**config.mk**
```make
export PLATFORM = sky130hd
export DESIGN_NAME = rpj_front_flat
export DESIGN_NICKNAME = d
export VERILOG_FILES = /design/src/sv/rectangle_page_join_unit_assert.svh /design/src/sv/rpj_pkg.sv /design/src/sv/rpj_in_if.sv /design/src/sv/rpj_front.sv /design/src/flat_wrapper.sv
export SDC_FILE = /design/constraint.sdc
export NUM_CORES = 1
export LEC_CHECK = 0
export ABC_AREA = 0
export ABC_CLOCK_PERIOD_IN_PS = 19900
export BUFFER_PORTS_ARGS = -buffer_cell sky130_fd_sc_hd__buf_4
export CORE_ASPECT_RATIO = 1.2
export CORE_MARGIN = 5
export CORE_UTILIZATION = 25
export DETAILED_ROUTE_END_ITERATION = 7
export GPL_TIMING_DRIVEN = 0
export SYNTH_ARGS = -nofsm -noshare
export SYNTH_HDL_FRONTEND = slang
export SYNTH_SLANG_ARGS = --single-unit
```
**constraint.sdc**
```tcl
create_clock -name i_clk -period 19.9 [get_ports i_clk]
set_input_delay 0.995 -clock i_clk [delete_from_list [all_inputs] [get_ports i_clk]]
set_output_delay 0.995 -clock i_clk [all_outputs]
set_load 0.02 [all_outputs]
```
**src/sv/rectangle_page_join_unit_assert.svh**
```systemverilog
// Assertion macros for the rectangle page join unit
`ifndef RECTANGLE_PAGE_JOIN_UNIT_ASSERT_SVH
`define RECTANGLE_PAGE_JOIN_UNIT_ASSERT_SVH

// same-cycle implication, muted while reset is held
`define RPJ_ASSERT_NOW(label, clk, rst_n, cond, expr, msg) \
    label: assert property (@(posedge clk) disable iff (!(rst_n)) (cond) |-> (expr)) \
        else $error(msg);

// next-cycle implication, muted while reset is held
`define RPJ_ASSERT_NEXT(label, clk, rst_n, cond, expr, msg) \
    label: assert property (@(posedge clk) disable iff (!(rst_n)) (cond) |=> (expr)) \
        else $error(msg);

`endif

```
**src/sv/rpj_pkg.sv**
```systemverilog
// Shared types and constants of the rectangle page join unit
`timescale 1ns / 1ps
`default_nettype none

package rpj_pkg;

    localparam int ID_WIDTH  = 31;
    localparam int CMD_WIDTH = 2;

    localparam logic [CMD_WIDTH-1:0] CMD_CLEAR  = 2'd0;
    localparam logic [CMD_WIDTH-1:0] CMD_APPEND = 2'd1;
    localparam logic [CMD_WIDTH-1:0] CMD_PROBE  = 2'd2;

    typedef enum logic [1:0] {
        JOB_CLEAR,
        JOB_APPEND,
        JOB_PROBE,
        JOB_NOP
    } t_job_kind;

    typedef enum logic [1:0] {
        BK_IDLE,
        BK_SCAN,
        BK_FLUSH
    } t_back_state;

    typedef struct packed {
        logic [ID_WIDTH-1:0] probe_id;
        logic [ID_WIDTH-1:0] stored_id;
        logic                hit;
        logic                page_full;
        logic                last;
    } t_result;

endpackage

`default_nettype wire

```
**src/sv/rpj_in_if.sv**
```systemverilog
// Input item channel: command and rectangle
`timescale 1ns / 1ps
`default_nettype none

interface rpj_in_if #(
    parameter int COORD_WIDTH = 32
) ();
    logic                                   valid;
    logic                                   ready;
    logic [rpj_pkg::CMD_WIDTH-1:0]          command;
    logic [rpj_pkg::ID_WIDTH-1:0]           obj_id;
    logic signed [COORD_WIDTH-1:0]          left;
    logic signed [COORD_WIDTH-1:0]          right;
    logic signed [COORD_WIDTH-1:0]          top;
    logic signed [COORD_WIDTH-1:0]          bottom;

    modport source (output valid, command, obj_id, left, right, top, bottom, input ready);
    modport sink   (input valid, command, obj_id, left, right, top, bottom, output ready);
endinterface

`default_nettype wire

```
**src/sv/rpj_front.sv**
```systemverilog
// Front end: classifies input items and queues them for the back end
`timescale 1ns / 1ps
`default_nettype none

module rpj_front #(
    parameter int COORD_WIDTH = 32
) (
    input  wire                            i_clk,
    input  wire                            i_rst_n,
    rpj_in_if.sink                         i_in,
    output logic                           o_job_valid,
    input  wire                            i_job_ready,
    output rpj_pkg::t_job_kind             o_job_kind,
    output logic [rpj_pkg::ID_WIDTH-1:0]   o_job_id,
    output logic [4*COORD_WIDTH-1:0]       o_job_rect
);
    import rpj_pkg::*;

    localparam int QUEUE_DEPTH = 2;
    localparam int QPTR_W      = 1;
    localparam int QFILL_W     = 2;

    t_job_kind                r_kind [QUEUE_DEPTH];
    logic [ID_WIDTH-1:0]      r_id   [QUEUE_DEPTH];
    logic [4*COORD_WIDTH-1:0] r_rect [QUEUE_DEPTH];
    logic [QPTR_W-1:0]        r_wr_ptr, n_wr_ptr;
    logic [QPTR_W-1:0]        r_rd_ptr, n_rd_ptr;
    logic [QFILL_W-1:0]       r_fill, n_fill;

    t_job_kind kind;
    logic      push;
    logic      pop;

    // map the command code onto a job kind
    always_comb begin
        unique case (i_in.command)
            CMD_CLEAR:  kind = JOB_CLEAR;
            CMD_APPEND: kind = JOB_APPEND;
            CMD_PROBE:  kind = JOB_PROBE;
            default:    kind = JOB_NOP;
        endcase
    end

    assign i_in.ready  = (r_fill != QFILL_W'(QUEUE_DEPTH));
    assign push        = i_in.valid && i_in.ready;
    assign o_job_valid = (r_fill != '0);
    assign pop         = o_job_valid && i_job_ready;

    assign o_job_kind = r_kind[r_rd_ptr];
    assign o_job_id   = r_id[r_rd_ptr];
    assign o_job_rect = r_rect[r_rd_ptr];

    always_comb begin
        n_wr_ptr = push ? r_wr_ptr + QPTR_W'(1) : r_wr_ptr;
        n_rd_ptr = pop  ? r_rd_ptr + QPTR_W'(1) : r_rd_ptr;
        n_fill   = r_fill + QFILL_W'(push) - QFILL_W'(pop);
    end

    always_ff @(posedge i_clk) begin
        if (!i_rst_n) begin
            r_wr_ptr <= '0;
            r_rd_ptr <= '0;
            r_fill   <= '0;
        end else begin
            r_wr_ptr <= n_wr_ptr;
            r_rd_ptr <= n_rd_ptr;
            r_fill   <= n_fill;
        end
    end

    always_ff @(posedge i_clk) begin
        if (push) begin
            r_kind[r_wr_ptr] <= kind;
            r_id[r_wr_ptr]   <= i_in.obj_id;
            r_rect[r_wr_ptr] <= {i_in.left, i_in.right, i_in.top, i_in.bottom};
        end
    end

endmodule

`default_nettype wire

```
**src/flat_wrapper.sv**
```systemverilog
// flat-port wrapper written by rule: the top's interface ports become plain ports
module rpj_front_flat import rpj_pkg::*;
#(
    parameter int COORD_WIDTH = 32
)
  (i_clk, i_rst_n, o_job_valid, i_job_ready, o_job_kind, o_job_id, o_job_rect, i_in_valid, i_in_command, i_in_obj_id, i_in_left, i_in_right, i_in_top, i_in_bottom, i_in_ready);
  rpj_in_if #(.COORD_WIDTH(COORD_WIDTH)) i_in_i ();
  input  wire i_clk;
  input  wire i_rst_n;
  output logic o_job_valid;
  input  wire i_job_ready;
  output rpj_pkg::t_job_kind o_job_kind;
  output logic [rpj_pkg::ID_WIDTH-1:0] o_job_id;
  output logic [4*COORD_WIDTH-1:0] o_job_rect;
  input wire logic [$bits(i_in_i.valid)-1:0] i_in_valid;
  input wire logic [$bits(i_in_i.command)-1:0] i_in_command;
  input wire logic [$bits(i_in_i.obj_id)-1:0] i_in_obj_id;
  input wire logic [$bits(i_in_i.left)-1:0] i_in_left;
  input wire logic [$bits(i_in_i.right)-1:0] i_in_right;
  input wire logic [$bits(i_in_i.top)-1:0] i_in_top;
  input wire logic [$bits(i_in_i.bottom)-1:0] i_in_bottom;
  output wire logic [$bits(i_in_i.ready)-1:0] i_in_ready;
  assign i_in_i.valid = i_in_valid;
  assign i_in_i.command = i_in_command;
  assign i_in_i.obj_id = i_in_obj_id;
  assign i_in_i.left = i_in_left;
  assign i_in_i.right = i_in_right;
  assign i_in_i.top = i_in_top;
  assign i_in_i.bottom = i_in_bottom;
  assign i_in_ready = i_in_i.ready;
  rpj_front #(.COORD_WIDTH(COORD_WIDTH)) u_core (.i_clk(i_clk), .i_rst_n(i_rst_n), .i_in(i_in_i), .o_job_valid(o_job_valid), .i_job_ready(i_job_ready), .o_job_kind(o_job_kind), .o_job_id(o_job_id), .o_job_rect(o_job_rect));
endmodule
```
==> results.sh <==
export IMPL_status="finished clean"
export IMPL_cts_buffers=35
export IMPL_port_buffers=325
export IMPL_setup_tns_final_ps=0
export IMPL_grt_pass1_wl_um=39900
export IMPL_num_vias=6121
export IMPL_rsz0062_at_grt="no"
export IMPL_wl_per_cell_um=17.4
export IMPL_synth_area_top_cells="edfxtp_1 79%, mux2_4 11%, mux2_2 6.5%"
export IMPL_synth_common_cells="322 x edfxtp_1, 90 x mux2_4, 71 x mux2_2, 11 x buf_6, 7 x buf_2"
export IMPL_drc_errors=0
export IMPL_synth_adder_area_share_pct=0.205
export IMPL_synthArstFlopShare_pct=0
export IMPL_max_freq_mhz=344
export IMPL_cts_hold_buf=0
export IMPL_first_global_vias=6830
export IMPL_tightest_slew_ps=776
export IMPL_yosys_area_share_simple_pct=0.563
export IMPL_insertedDiodeCount=0
export IMPL_critical_path_buf_inv_count=4
export IMPL_synth_distinct_cells=19
export IMPL_synth_compound_area_share_pct=0.102
export IMPL_routed_wl_um=27000
export IMPL_muxShareOfSynthArea_pct=17.6
export IMPL_drtIter0Drc=139
export IMPL_path_max_fanout=10
export IMPL_nets=1065
export IMPL_p_clk_share_pct=28.0
export IMPL_mappedNetlistArea_sq_um=12200
export IMPL_drt_vias_per_instance=3.94
export IMPL_synth_yosys_seq_area_share_pct=79.9
export IMPL_synth_nets=695
export IMPL_final_max_slew_viol_count=0
export IMPL_clock_skew_ps=6.17
export IMPL_synth_edf_count=322
export IMPL_worst_path_stages=5
export IMPL_core_sq_um=48200
export IMPL_startpoint_type="flip-flop"
export IMPL_ant_nets=0
export IMPL_critPathKind="flip-flop to primary output"
export IMPL_nFillCells=4606
export IMPL_start_util_pct=25.4
export IMPL_vdd_drop_max_mv=0.0895
export IMPL_relSlewSlack_pct=48.2
export IMPL_cts_resized=0
export IMPL_power_total_mw=2.27
export IMPL_overflow=0
export IMPL_critPathTopFamily="buffers and inverters"
export IMPL_swShare_pct=29.1
export IMPL_cp_end_kind="primary output"
export IMPL_synth_avg_cell_area_sq_um=23.2
export IMPL_drv_cap=0
export IMPL_die_y_um=252
export IMPL_p_leak_nw=6.29
export IMPL_clockRootBuffer="clkbuf_16"
export IMPL_die_w_um=212
export IMPL_clk_pin_slew_ps=60
export IMPL_crit_top_cell="buf_6"
export IMPL_final_area_sq_um=16800
export IMPL_drt_pre_antenna_iters=4
export IMPL_p_sw_mw=0.660
export IMPL_seq_power_share_pct=39.5
export IMPL_fin_crit_sh_pct=14.6
export IMPL_grt_use_total_pct=9.72
export IMPL_combinationalPowerShare_pct=32.5
export IMPL_synth_flop_cell="edfxtp_1"
export IMPL_ys_warn_count=0
export IMPL_synth_seq_cells=327
export IMPL_yosys_area_share_xor_xnor_pct=0.215
export IMPL_synth_top_family_by_area="multiplexers"
export IMPL_synthCells=528
export IMPL_slowest_delay_ps=320
export IMPL_intPower_mw=1.61
export IMPL_boundaryPins=328
export IMPL_crit_arrival_ps=1920
export IMPL_power_per_cell_area_nw_per_um2=135
export IMPL_hold_depth=2
export IMPL_required_ps=18910
export IMPL_crit_chain="buf_6 -> buf_6 -> buf_6 -> mux2_4 -> buf_4"
export IMPL_synth_most_common_cell="edfxtp_1"
export IMPL_antenna_found_initial=1
export IMPL_detailed_place_area_sq_um=15700
export IMPL_insertion_delay_ps=520
export IMPL_grt_max_degree=63
export IMPL_hold_viol=0
export IMPL_rr_worst_depth=6
export IMPL_finalSetupViolCount=0
export IMPL_clockBufferDepth=3
export IMPL_cp_slowest_cell="dfxtp_1"
export IMPL_synth_top_area_share_pct=79.1
export IMPL_place_gp_congestion=0.701
export IMPL_cts_num_sinks=327
export IMPL_synthToLayoutAreaGrowth_pct=37.2
export IMPL_place_hpwl_um=19100
export IMPL_finalCriticalPeriod_ps=2910
export IMPL_post_cts_buffers=0
export IMPL_cts_max_level=2
export IMPL_yosys_area_top_type="edfxtp_1"
export IMPL_drive_gt1_share_pct=61.0
export IMPL_fp_dieArea_sq_um=53400
export IMPL_min_path_type="flip-flop to flip-flop"
export IMPL_rows=88
export IMPL_cts_tree="done"
[cell usage in the layout, fill, tap and decap left out, drive strengths merged]
master,n
buf,351
edfxtp,322
mux2,161
clkbuf,47
clkinv,8
dfxtp,5
clkinvlp,5
and2,3
xnor2,3
bufinv,3
inv,3
nor2b,3
ha,2
nand2b,1
o21a,1
or2,1
and3,1
nand2,1
nand4b,1
o21ai,1
[kinds of logic (layout without fill, tap and decap cells)]
| group | after synthesis | in the layout |
|---|---|---|
| buffers and inverters | 22 | 417 |
| AO/OA/AOI/OAI | 2 | 2 |
| multiplexers | 161 | 161 |
| flip-flops | 327 | 327 |
| AND/OR/NAND/NOR | 11 | 11 |
| XOR/XNOR | 3 | 3 |
| adder cells (fa/ha/maj) | 2 | 2 |
[registers in the layout, summed over array words and instances (netlist names), named ones only]
signal           count
u_core.r_fill        2
u_core.r_id         62
u_core.r_kind        4
u_core.r_rd_ptr      1
u_core.r_rect      256
u_core.r_wr_ptr      1
[power by group through the flow]
stage          Combinational [mW]  Clock, mW  Sequential [mW]
2_1_floorplan               0.452          0            0.928
3_3_place_gp                0.737          0            0.948
3_5_place_dp                0.759          0            0.911
4_1_cts                     0.762      0.664            0.897
5_1_grt                     0.787      0.690            0.904
6_report                    0.739      0.636            0.896
[per-stage QoR]
step           util, %  std cells  setup slack (ps)  hold WS, ps
6_report          34.8       1553             16990          529
4_1_cts           34.8       1553             16840          529
5_1_grt           34.8       1553             16810          565
2_1_floorplan        -        528             10970          453
3_5_place_dp      32.5       1491             16960          519
3_3_place_gp      32.0       1483              6050          479
[layout make-up]
class	count	area (sq um)	area share (%)
multi-input combinational	179	2300	13.7
inverter	2	7.51	0.0448
tap	630	788	4.70
buffer	20	166	0.992
clock inverter	17	169	1.01
sequential	327	9770	58.2
timing repair buffer	333	2620	15.6
clock buffer	45	956	5.70
[tightest hold or removal path, stage by stage (launching register included)]
cell,delay [ps]
dfxtp_1,350
nand2_1,70
o21ai_0,60
[per-layer routing]
metal	track usage (%)	part of all wire [%]	vias up
met1	10.4	36	3020
met3	4.05	9.0	48
met4	3.24	2.6	2
met5	0	0.074	-
met2	17.2	52	213
li1	-	-	2838
[final timing paths]
kind | slack [ps] | endpoint | startpoint
worst max-delay path | 16990 | o_job_rect[93] | flip-flop
worst min-delay path | 530 | u_core.r_wr_ptr | u_core.r_wr_ptr
worst max register to register | 17560 | u_core.r_rect[0][93] | u_core.r_fill[0]
worst min register to register | 530 | u_core.r_wr_ptr | u_core.r_wr_ptr
Power figures use the tool's default switching activity.
